### config.mk
export PLATFORM = sky130hd
export DESIGN_NAME = tcw_ctrl
export DESIGN_NICKNAME = d
export VERILOG_FILES = /design/src/rtl/core/tcw_pkg.sv /design/src/rtl/core/tcw_ctrl.sv
export SDC_FILE = /design/constraint.sdc
export NUM_CORES = 1
export LEC_CHECK = 0
export ABC_CLOCK_PERIOD_IN_PS = 1400
export BUFFER_PORTS_ARGS = -buffer_cell sky130_fd_sc_hd__buf_2
export CORE_AREA = 2 2 39 41
export CTS_BUF_LIST = sky130_fd_sc_hd__clkbuf_4 sky130_fd_sc_hd__clkbuf_8 sky130_fd_sc_hd__clkbuf_16
export DETAILED_ROUTE_END_ITERATION = 10
export DIE_AREA = 0 0 41 43
export PLACE_DENSITY = 0.61
export SYNTH_ARGS = -nofsm -noshare
export SYNTH_HDL_FRONTEND = slang
export SYNTH_SLANG_ARGS = --single-unit
### constraint.sdc
create_clock -name aclk -period 1.4 [get_ports aclk]
set_input_delay 0.14 -clock aclk [delete_from_list [all_inputs] [get_ports aclk]]
set_output_delay 0.14 -clock aclk [all_outputs]
set_load 0.01 [all_outputs]
### src/rtl/core/tcw_pkg.sv
// Shared definitions for the text console writer: geometry constants,
// operation and character codes, word types and controller/datapath signals.
// Depends on nothing.
package tcw_pkg;

    localparam int COLUMNS = 80;
    localparam int ROWS    = 25;
    localparam int CELLS   = COLUMNS * ROWS;

    localparam int COL_W  = 7;
    localparam int ROW_W  = 5;
    localparam int ADDR_W = 11;

    localparam logic [1:0] OP_PUT    = 2'd0;
    localparam logic [1:0] OP_CLEAR  = 2'd1;
    localparam logic [1:0] OP_SETCUR = 2'd2;
    localparam logic [1:0] OP_READ   = 2'd3;

    localparam logic [7:0] CH_NEWLINE   = 8'd10;
    localparam logic [7:0] CH_BACKSPACE = 8'd8;
    localparam logic [7:0] CH_BLANK     = 8'd32;
    localparam logic [7:0] COLOUR_RESET = 8'h0F;

    typedef struct packed {
        logic [1:0]        op;
        logic [7:0]        char_code;
        logic [COL_W-1:0]  col;
        logic [ROW_W-1:0]  row;
        logic [ADDR_W-1:0] cell_index;
    } in_word_t;

    typedef struct packed {
        logic [7:0]        cell_char;
        logic [7:0]        cell_attr;
        logic [COL_W-1:0]  cursor_col;
        logic [ROW_W-1:0]  cursor_row;
        logic [ADDR_W-1:0] cursor_linear;
    } out_word_t;

    typedef enum logic [2:0] {
        ST_INIT,
        ST_IDLE,
        ST_EXEC,
        ST_FILL,
        ST_SCROLL_RD,
        ST_SCROLL,
        ST_BOTTOM,
        ST_DONE
    } state_t;

    typedef enum logic [1:0] {
        WR_ZERO,
        WR_BLANK,
        WR_CELL,
        WR_COPY
    } wr_sel_t;

    typedef enum logic [1:0] {
        RD_INDEX,
        RD_AHEAD,
        RD_AHEAD_NEXT
    } rd_sel_t;

    typedef struct packed {
        logic    load_in;
        logic    exec;
        logic    ptr_clr;
        logic    ptr_inc;
        logic    mem_we;
        wr_sel_t wr_sel;
        logic    rd_en;
        rd_sel_t rd_sel;
        logic    out_load;
    } cmd_t;

    typedef struct packed {
        logic [1:0] op;
        logic       newline;
        logic       need_scroll;
        logic       fill_end;
        logic       copy_end;
        logic       out_busy;
    } status_t;

endpackage

### src/rtl/core/tcw_ctrl.sv
// Sequencing controller of the text console writer.
// Depends on tcw_pkg; drives tcw_datapath through cmd_t and reads status_t.
module tcw_ctrl
    import tcw_pkg::*;
(
    input  logic    aclk,
    input  logic    aresetn,
    input  logic    s_valid,
    output logic    s_ready,
    input  status_t status,
    output cmd_t    cmd
);

    state_t state_reg;
    state_t state_next;

    always_ff @(posedge aclk) begin
        if (!aresetn) begin
            state_reg <= ST_INIT;
        end else begin
            state_reg <= state_next;
        end
    end

    always_comb begin
        state_next = state_reg;
        case (state_reg)
            ST_INIT: begin
                if (status.fill_end) begin
                    state_next = ST_IDLE;
                end
            end
            ST_IDLE: begin
                if (s_valid) begin
                    state_next = ST_EXEC;
                end
            end
            ST_EXEC: begin
                case (status.op)
                    OP_PUT:   state_next = status.need_scroll ? ST_SCROLL_RD : ST_DONE;
                    OP_CLEAR: state_next = ST_FILL;
                    default:  state_next = ST_DONE;
                endcase
            end
            ST_FILL: begin
                if (status.fill_end) begin
                    state_next = ST_DONE;
                end
            end
            ST_SCROLL_RD: begin
                state_next = ST_SCROLL;
            end
            ST_SCROLL: begin
                if (status.copy_end) begin
                    state_next = ST_BOTTOM;
                end
            end
            ST_BOTTOM: begin
                if (status.fill_end) begin
                    state_next = ST_DONE;
                end
            end
            ST_DONE: begin
                if (!status.out_busy) begin
                    state_next = ST_IDLE;
                end
            end
            default: begin
                state_next = ST_INIT;
            end
        endcase
    end

    always_comb begin
        cmd     = '0;
        s_ready = 1'b0;
        case (state_reg)
            ST_INIT: begin
                cmd.mem_we  = 1'b1;
                cmd.wr_sel  = WR_ZERO;
                cmd.ptr_inc = !status.fill_end;
                cmd.ptr_clr = status.fill_end;
            end
            ST_IDLE: begin
                s_ready     = 1'b1;
                cmd.load_in = s_valid;
            end
            ST_EXEC: begin
                cmd.exec    = 1'b1;
                cmd.ptr_clr = 1'b1;
                cmd.wr_sel  = WR_CELL;
                cmd.mem_we  = (status.op == OP_PUT) && !status.newline;
                cmd.rd_sel  = RD_INDEX;
                cmd.rd_en   = (status.op == OP_READ);
            end
            ST_FILL: begin
                cmd.mem_we  = 1'b1;
                cmd.wr_sel  = WR_BLANK;
                cmd.ptr_inc = !status.fill_end;
                cmd.ptr_clr = status.fill_end;
            end
            ST_SCROLL_RD: begin
                cmd.rd_en  = 1'b1;
                cmd.rd_sel = RD_AHEAD;
            end
            ST_SCROLL: begin
                cmd.mem_we  = 1'b1;
                cmd.wr_sel  = WR_COPY;
                cmd.ptr_inc = 1'b1;
                cmd.rd_en   = !status.copy_end;
                cmd.rd_sel  = RD_AHEAD_NEXT;
            end
            ST_BOTTOM: begin
                cmd.mem_we  = 1'b1;
                cmd.wr_sel  = WR_BLANK;
                cmd.ptr_inc = !status.fill_end;
                cmd.ptr_clr = status.fill_end;
            end
            ST_DONE: begin
                cmd.out_load = !status.out_busy;
            end
            default: begin
                cmd = '0;
            end
        endcase
    end

endmodule

==> results of run 1 <==
## power by group
part	leakage [nW]	switching, mW	internal [mW]
clock network	0.0184	0.0452	0.126
registers	0.0264	0.0442	0.125
logic	0.335	0.581	0.601
total	0.380	0.671	0.852
## what timing repair did
item	4_1_cts	5_1_grt
gates resized for setup	16	17
endpoints found under the hold margin	0	0
gates cloned	1	0
setup buffers	4	2
pin swaps	3	5
endpoints found under the setup margin	8	12
## area by class of cell
class                           count  share of cell area
Sequential cell                     3              0.0830
Clock buffer                        4              0.0362
Inverter                            5              0.0256
Tap cell                           16              0.0241
Timing Repair Buffer               37               0.303
Multi-Input combinational cell     52               0.528
## cell usage in the layout, fill, tap and decap left out, drive strengths merged
master,instances
buf,37
nor3,4
nand3b,1
a31o,1
nor2b,2
mux2i,1
nor2,6
dfxtp,3
a21oi,4
fa,1
a311o,1
nand2b,4
a2111oi,1
nor4b,1
nand2,8
clkbuf,4
o32ai,1
nand3,5
inv,5
nor3b,1
o21ai,5
o21a,1
o22ai,3
maj3,1
## worst reg2reg max path: cells and delay by family (launching register included)
family / cells / cell delay (ns)
AND/OR/NAND/NOR: 3 / 0.56
flip-flops: 1 / 0.35
multiplexers: 1 / 0.22
buffers and inverters: 1 / 0.19
## metal layers
metal,global-route usage,vias to the layer above,wire [um]
met5,0,-,0
met4,0.0933,0,10
met3,0.0366,2,90
met2,0.294,20,782
met1,0.215,289,604
li1,-,305,-
## metrics by stage
stage	power (mW)	cell area, um^2	hold slack [ns]
global route	1.65	830	0.211
finish	1.52	830	0.210
global placement	1.01	636	0.452
floorplan	0.701	453	0.290
CTS	1.38	756	0.199
detailed placement	1.01	636	0.457
## worst max path at each step
stage            startpoint           end  slack (ns)  cells after the start
2_1_floorplan  state_reg[0]        cmd[8]        0.12                      5
3_3_place_gp   state_reg[2]  state_reg[2]        0.03                      5
3_5_place_dp   state_reg[0]  state_reg[0]        0.02                      5
4_1_cts        state_reg[0]        cmd[7]       -0.13                      4
5_1_grt        state_reg[0]        cmd[8]       -0.18                      6
6_report       state_reg[0]        cmd[7]       -0.12                      4
## kinds of logic after synthesis
logic type,synth area share
multiplexers,0.0221
buffers and inverters,0.0801
AND/OR/NAND/NOR,0.403
AO/OA/AOI/OAI,0.296
adder cells (fa/ha/maj),0.0663
flip-flops,0.133
==> reports/summary.txt, run 1 <==
Hold path cells - 3
FF-to-FF path depth - 5
Family of cells with the greatest summed delay on the critical path - adder cells
Final cell utilization of the core - 0.599
Run status - finished, violations left
Leading cell types by total area after synthesis - dfxtp_1, nand2_1, a2111oi_4
Number of flops mapped to enable cells by yosys - 0
Detail-routed net length per standard cell - 12.7 um
Number of distinct library cells after synthesis - 29
Hold Path End - state_reg[0]
Hold_sp - aresetn
Crit path max-delay cell type - fa_1
Yosys warning total - 0
Crit path kind - flip-flop to output port
Post-Route WL - 1490 um
Worst EP required - 1.26 ns
Most frequent cell after synthesis - nand2_1
Net count reported at finish - 113
Reported leakage power - 0.380 nW
RSZ-0062 raised after global routing - true
Weighted congestion reported at the end of routability-driven placement - 0.854
Detailed-route vias per instance - 5.26
Number of max-slew violations in the final report - 0
Clock-pin slew of the registers on the worst-case setup and hold paths - 0.04 ns
Initial cell density of the core - 0.327
Remaining number of nets flagged by the antenna check after routing - 0
DRC errors left - 0
Total inserted antenna cells - 0
Num Clock Sinks - 3
Placed Cells incl. Taps - 107
Headroom to the max-slew limit - 0.805
Hold buffer count at cts - 0
FFs w/ async S/R, synth - 0
Number of antenna violations at the first check in global routing - 0
Total Routing Usage GR - 0.183
Gate count after technology mapping - 63
Sequential fraction of the synthesis area - 0.133
IO Pins - 22
CP cell instances - buf_6 > fa_1 > o21a_1 > buf_2
Worst setup skew after layout - 0.00379 ns
Global-route wire length before repair - 2190 um
Area leader, netlist - dfxtp_1
Multi-input gate area - 438 um^2
Max-Cap Viols - 0
Die Width - 41 um
Fraction of final layout cells sized beyond drive strength 1 - 0.644
Critical R2R Launch - state_reg[0]
Worst Max-Slew Pin Slew - 0.290 ns
Global route total overflow - 0
Kind of launch point of the worst setup path - flip-flop
Nature of the critical path endpoint - output port
Insertion delay of the later-clocked pin in the worst-skew pair - 0.23 ns
Worst setup slack after placement - 0.0222 ns
Largest net degree at the start of global routing - 9
Post-synth top flop - dfxtp_1
Final sum of negative setup slack - -0.264 ns
Hpwl dp - 1020 um
CTS tree - done
Largest voltage drop on the vdd net - 0.777 mV
Final critical delay including setup and external delays - 1.52 ns
Root Buffer - clkbuf_4
Classification of the worst-slack hold path - primary input to flip-flop
Crit share post-route - 1.09
Number of global-route vias before repair - 533
Mapped Area - 453 um^2
Count of H-tree levels built during CTS - 1
Floorplan core area - 1380 um^2
Pwr/cell area - 1840 nW/um^2
Total iterations of the first detailed-routing run - 4
Count of buffer and inverter cells on the critical path - 2
Vias - 616
Total setup violations reported at the end of the flow - 3
Initial detailed-routing violation count - 10
Post-Synthesis Net Count - 74
Worst flop-to-flop path endpoint - state_reg[0]
Highest cell delay on the worst timing path - 0.49 ns
Number of buffers inserted during clock tree synthesis - 3
Sequential cell area - 68.8 um^2
FMAX - 656 MHz
Violations in the final reports - negative setup slack
Post-synthesis area per instance - 7.19 um^2
DIE HEIGHT - 43 um
Critical path data arrival time - 1.38 ns
Worst-path fanout max - 4
Smallest setup slack after layout - -0.124 ns
Leading post-synthesis cells by instance count - nand2_1, nor2_1, a21oi_1, nand2b_1, nand3_1
Final standard cell count with taps included and fillers excluded - 117
Buffer levels on the longest clock path - 2
Number of buffers inserted by port buffering - 21
Minimum setup slack among reg-to-reg paths - 0 ns
Fill cell total of the finished layout - 127
Endpoints failing hold - 0
Row count - 14
Full die area - 1760 um^2
Area added between synthesis and finish - 83.1%
Number of flip-flops under the largest register name - 3
Area fraction of the dominant cell type after synthesis - 0.133
Flops & latches, synth - 3
No activity file was read; power rests on OpenSTA's default activity.
==> run 2, diff against run 1 <==
- ABC_CLOCK_PERIOD_IN_PS: 1400 -> 1500
- CAP_MARGIN: unset -> 15
- clock period: 1.4 -> 1.5 ns (I/O delays scaled with it)
==> run 2 against run 1 <==
The run still ends with negative setup slack left. Sequential share of layout area increased by 0.45 points. Final cell count fell by 4.3%. Clock skew shrank 0.00070 ns. First-iteration DRC count is 20% higher. Combinational power fell by 20%. Critical endpoint unchanged.
==> reports/summary.txt, run 2 (synthesis results as in run 1) <==
Run status - finished, violations left
Violations in the final reports - negative setup slack
Initial cell density of the core - 0.327
Critical path data arrival time - 1.42 ns
Number of global-route vias before repair - 504
Row count - 14
Remaining number of nets flagged by the antenna check after routing - 0
Total inserted antenna cells - 0
Final critical delay including setup and external delays - 1.57 ns
Total iterations of the first detailed-routing run - 4
Count of H-tree levels built during CTS - 1
Number of flip-flops under the largest register name - 3
Most common cell after layout, fill and taps aside - buf_2
Number of antenna violations at the first check in global routing - 0
Buffer levels on the longest clock path - 2
Number of buffers inserted by port buffering - 21
Multi-input gate area - 393 um^2
Post-Route WL - 1400 um
Classification of the worst-slack hold path - primary input to flip-flop
Detailed-route vias per instance - 5.26
Area after DPL - 626 um^2
Vias - 589
Critical R2R Launch - state_reg[0]
Global-route wire length before repair - 2090 um
Placed Cells incl. Taps - 104
Global route total overflow - 0
Hold_sp - aresetn
FMAX - 638 MHz
Crit share post-route - 1.04
RSZ-0062 raised after global routing - true
CTS tree - done
Detail-routed net length per standard cell - 12.5 um
Worst setup slack after placement - 0.119 ns
Clock-pin slew of the registers on the worst-case setup and hold paths - 0.04 ns
Insertion delay of the later-clocked pin in the worst-skew pair - 0.25 ns
Num Clock Sinks - 3
Smallest setup slack after layout - -0.0675 ns
Fraction of final layout cells sized beyond drive strength 1 - 0.552
Total setup violations reported at the end of the flow - 2
Root Buffer - clkbuf_4
Worst setup skew after layout - 0.00309 ns
Endpoints failing hold - 0
Full die area - 1760 um^2
Crit path kind - flip-flop to output port
Worst EP required - 1.35 ns
Net count reported at finish - 108
Number of buffers inserted during clock tree synthesis - 3
Headroom to the max-slew limit - 0.771
Initial detailed-routing violation count - 12
Commonest cells after routing, fill and taps aside - buf_2, buf_4, nand2_1, nor2_1
Nature of the critical path endpoint - output port
Die Width - 41 um
Final standard cell count with taps included and fillers excluded - 112
Hpwl dp - 1020 um
Total Routing Usage GR - 0.181
Cell area after layout - 729 um^2
Kind of launch point of the worst setup path - flip-flop
Launch point of the critical path - state_reg[0]
Number of max-slew violations in the final report - 0
Pwr/cell area - 1740 nW/um^2
Reported leakage power - 0.333 nW
Area added between synthesis and finish - 61.0%
DRC errors left - 0
Sequential cell area - 63.8 um^2
Floorplan core area - 1380 um^2
DIE HEIGHT - 43 um
Largest voltage drop on the vdd net - 0.814 mV
Worst Max-Slew Pin Slew - 0.343 ns
Fill cell total of the finished layout - 131
Max-Cap Viols - 0
Weighted congestion reported at the end of routability-driven placement - 0.770
IO Pins - 22
Final worst hold slack - 0.210 ns
Worst-path fanout max - 5
Largest net degree at the start of global routing - 13
[run 2: through the flow]
step / power [mW] / utilization / TNS (ns)
floorplan: 0.654 / - / 0
global placement: 0.937 / 0.452 / 0
detailed placement: 0.938 / 0.452 / 0
CTS: 1.18 / 0.495 / -0.0545
global route: 1.36 / 0.527 / -0.192
finish: 1.27 / 0.527 / -0.0762
[run 2: path summary, 6_finish.rpt]
kind                                     end  slack, ns  cells past startpoint
worst max-delay path                  cmd[7]      -0.07                      4
worst min-delay path            state_reg[0]       0.21                      3
worst max register to register  state_reg[0]       0.09                      6
worst min register to register  state_reg[2]       0.63                      2
[run 2: per-layer routing]
metal,part of all wire,global-route usage,vias to the layer above
met2,0.48,0.272,22
met4,0.027,0.120,0
met5,0,0,-
met1,0.42,0.213,267
li1,-,-,295
met3,0.067,0.0471,5
[run 2: worst max-delay path, stage by stage, from the launching register on]
cell,delay (ns)
dfxtp_2,0.32
buf_6,0.13
fa_1,0.50
o21a_1,0.11
buf_2,0.12
[run 2: what timing repair did]
item | in CTS | in global routing
gates cloned | 0 | 0
endpoints found under the setup margin | 5 | 8
setup buffers | 2 | 2
hold buffers | 0 | 0
resized for setup | 6 | 6
pin swaps | 1 | 1
[run 2: where the power goes]
| part | total [mW] | internal, mW | switching (mW) | leakage (nW) |
|---|---|---|---|---|
| clock network | 0.173 | 0.119 | 0.0544 | 0.0184 |
| logic | 0.949 | 0.471 | 0.478 | 0.288 |
| registers | 0.147 | 0.113 | 0.0343 | 0.0258 |
| total | 1.27 | 0.702 | 0.567 | 0.333 |
[run 2: area by class of cell]
| type | instances | area share |
|---|---|---|
| Clock buffer | 4 | 0.0412 |
| Tap cell | 16 | 0.0274 |
| Inverter | 5 | 0.0257 |
| Timing Repair Buffer | 32 | 0.280 |
| Sequential cell | 3 | 0.0875 |
| Multi-Input combinational cell | 52 | 0.539 |
==> run 3, diff against run 2 <==
- RECOVER_POWER: unset -> 25
==> run 3 against run 2 <==
Fmax about the same. The flow still finishes with violations (negative setup slack). Via count increased by 1.5%. Critical endpoint unchanged. Sequential cell count unchanged. Sequential share of layout area about the same. Worst hold slack about the same. Core utilization decreased by 0.090 points. Largest cell class unchanged. First-iteration DRC count unchanged. Global-route usage unchanged. Die area unchanged. Power about the same.
==> reports/summary.txt, run 3 (synthesis results as in run 1) <==
Number of buffers inserted by port buffering - 21
Number of global-route vias before repair - 504
Final worst hold slack - 0.210 ns
Number of antenna violations at the first check in global routing - 0
DIE HEIGHT - 43 um
Total inserted antenna cells - 0
Final cell utilization of the core - 0.526
Buffer levels on the longest clock path - 2
CP cell instances - buf_6 > fa_1 > o21a_1 > buf_2
Max-Cap Viols - 0
Insertion delay of the later-clocked pin in the worst-skew pair - 0.25 ns
IO Pins - 22
RSZ-0062 raised after global routing - true
DRC errors left - 0
Final sum of negative setup slack - -0.0753 ns
Num Clock Sinks - 3
Reported leakage power - 0.328 nW
Root Buffer - clkbuf_4
Post-Route WL - 1390 um
Highest cell delay on the worst timing path - 0.50 ns
Detail-routed net length per standard cell - 12.4 um
Endpoints failing hold - 0
Area added between synthesis and finish - 60.8%
Kind of launch point of the worst setup path - flip-flop
Full die area - 1760 um^2
PnR Total Power - 1.27 mW
Final critical delay including setup and external delays - 1.57 ns
Crit path kind - flip-flop to output port
Die Width - 41 um
Placed Cells incl. Taps - 104
Remaining number of nets flagged by the antenna check after routing - 0
Weighted congestion reported at the end of routability-driven placement - 0.770
Fraction of final layout cells sized beyond drive strength 1 - 0.542
Clock-pin slew of the registers on the worst-case setup and hold paths - 0.04 ns
Fill cell total of the finished layout - 131
Crit share post-route - 1.04
Worst setup skew after layout - 0.00309 ns
Worst Max-Slew Pin Slew - 0.343 ns
Family of cells with the greatest summed delay on the critical path - adder cells
Global route total overflow - 0
Total iterations of the first detailed-routing run - 5
Violations in the final reports - negative setup slack
Worst-path fanout max - 5
Total setup violations reported at the end of the flow - 2
Number of flip-flops under the largest register name - 3
Largest net degree at the start of global routing - 13
Net count reported at finish - 108
Critical path data arrival time - 1.42 ns
Number of max-slew violations in the final report - 0
Initial detailed-routing violation count - 12
Nature of the critical path endpoint - output port
Total Routing Usage GR - 0.181
CTS tree - done
Classification of the worst-slack hold path - primary input to flip-flop
Detailed-route vias per instance - 5.34
Headroom to the max-slew limit - 0.771
Count of H-tree levels built during CTS - 1
Commonest cells after routing, fill and taps aside - buf_2, buf_4, nand2_1, nor2_1
Floorplan core area - 1380 um^2
Largest voltage drop on the vdd net - 0.816 mV
Smallest setup slack after layout - -0.0673 ns
Initial cell density of the core - 0.327
Pwr/cell area - 1740 nW/um^2
Run status - finished, violations left
Final standard cell count with taps included and fillers excluded - 112
Count of buffer and inverter cells on the critical path - 2
Row count - 14
Vias - 598
Crit path max-delay cell type - fa_1
Number of buffers inserted during clock tree synthesis - 3
Hpwl dp - 1020 um
Global-route wire length before repair - 2090 um
Worst EP required - 1.35 ns
Most common cell after layout, fill and taps aside - buf_2
FMAX - 638 MHz
## run 3: cell count changes in the layout (fill, tap and decap cells not counted), sizes merged
cell,change
buf,-1
clkbuf,+1
## run 3: cell type report
cell class / instances / area (um^2) / share of cell area
well taps: 16 / 20.0 / 0.0275
flip-flops and latches: 3 / 63.8 / 0.0876
clock buffers: 4 / 30.0 / 0.0412
multi-input cells: 52 / 393 / 0.540
repair buffers: 32 / 203 / 0.278
inverters: 5 / 18.8 / 0.0258
## run 3: worst min-delay path, stage by stage
cell and delay, ns:
buf_2 0.13, nand2_1 0.06, mux2i_1 0.07
## run 3: final timing paths
kind,slack [ns],cells after the start,to,start
setup reg to reg,0.09,6,state_reg[0],state_reg[0]
hold / removal,0.21,3,state_reg[0],aresetn
setup / recovery,-0.07,4,cmd[7],state_reg[0]
hold reg to reg,0.63,2,state_reg[2],state_reg[2]
## run 3: what timing repair did
action / in CTS / in global routing
gates cloned: 0 / 0
pin swaps: 1 / 1
hold endpoints to repair: 0 / 0
endpoints found under the setup margin: 5 / 8
buffers inserted: 2 / 2
hold buffers: 0 / 0
gates resized for setup: 6 / 6
## run 3: stage by stage
step | area (um^2) | setup slack, ns
after floorplan | 453 | 0.210
after global placement | 626 | 0.126
after detailed placement | 626 | 0.119
after CTS | 686 | -0.0545
after global routing | 728 | -0.108
final | 728 | -0.0673
## run 3: power by group
group          leakage, nW  internal [mW]  switching [mW]
Combinational        0.284          0.470           0.478
Clock               0.0184          0.119          0.0543
Sequential          0.0258          0.113          0.0343
## run 3: metal layers
| metal | GRT usage | vias up | share of wire |
|---|---|---|---|
| met3 | 0.0471 | 5 | 0.056 |
| met2 | 0.272 | 24 | 0.48 |
| met4 | 0.120 | 0 | 0.027 |
| met5 | 0 | - | 0 |
| met1 | 0.213 | 274 | 0.43 |
| li1 | - | 295 | - |
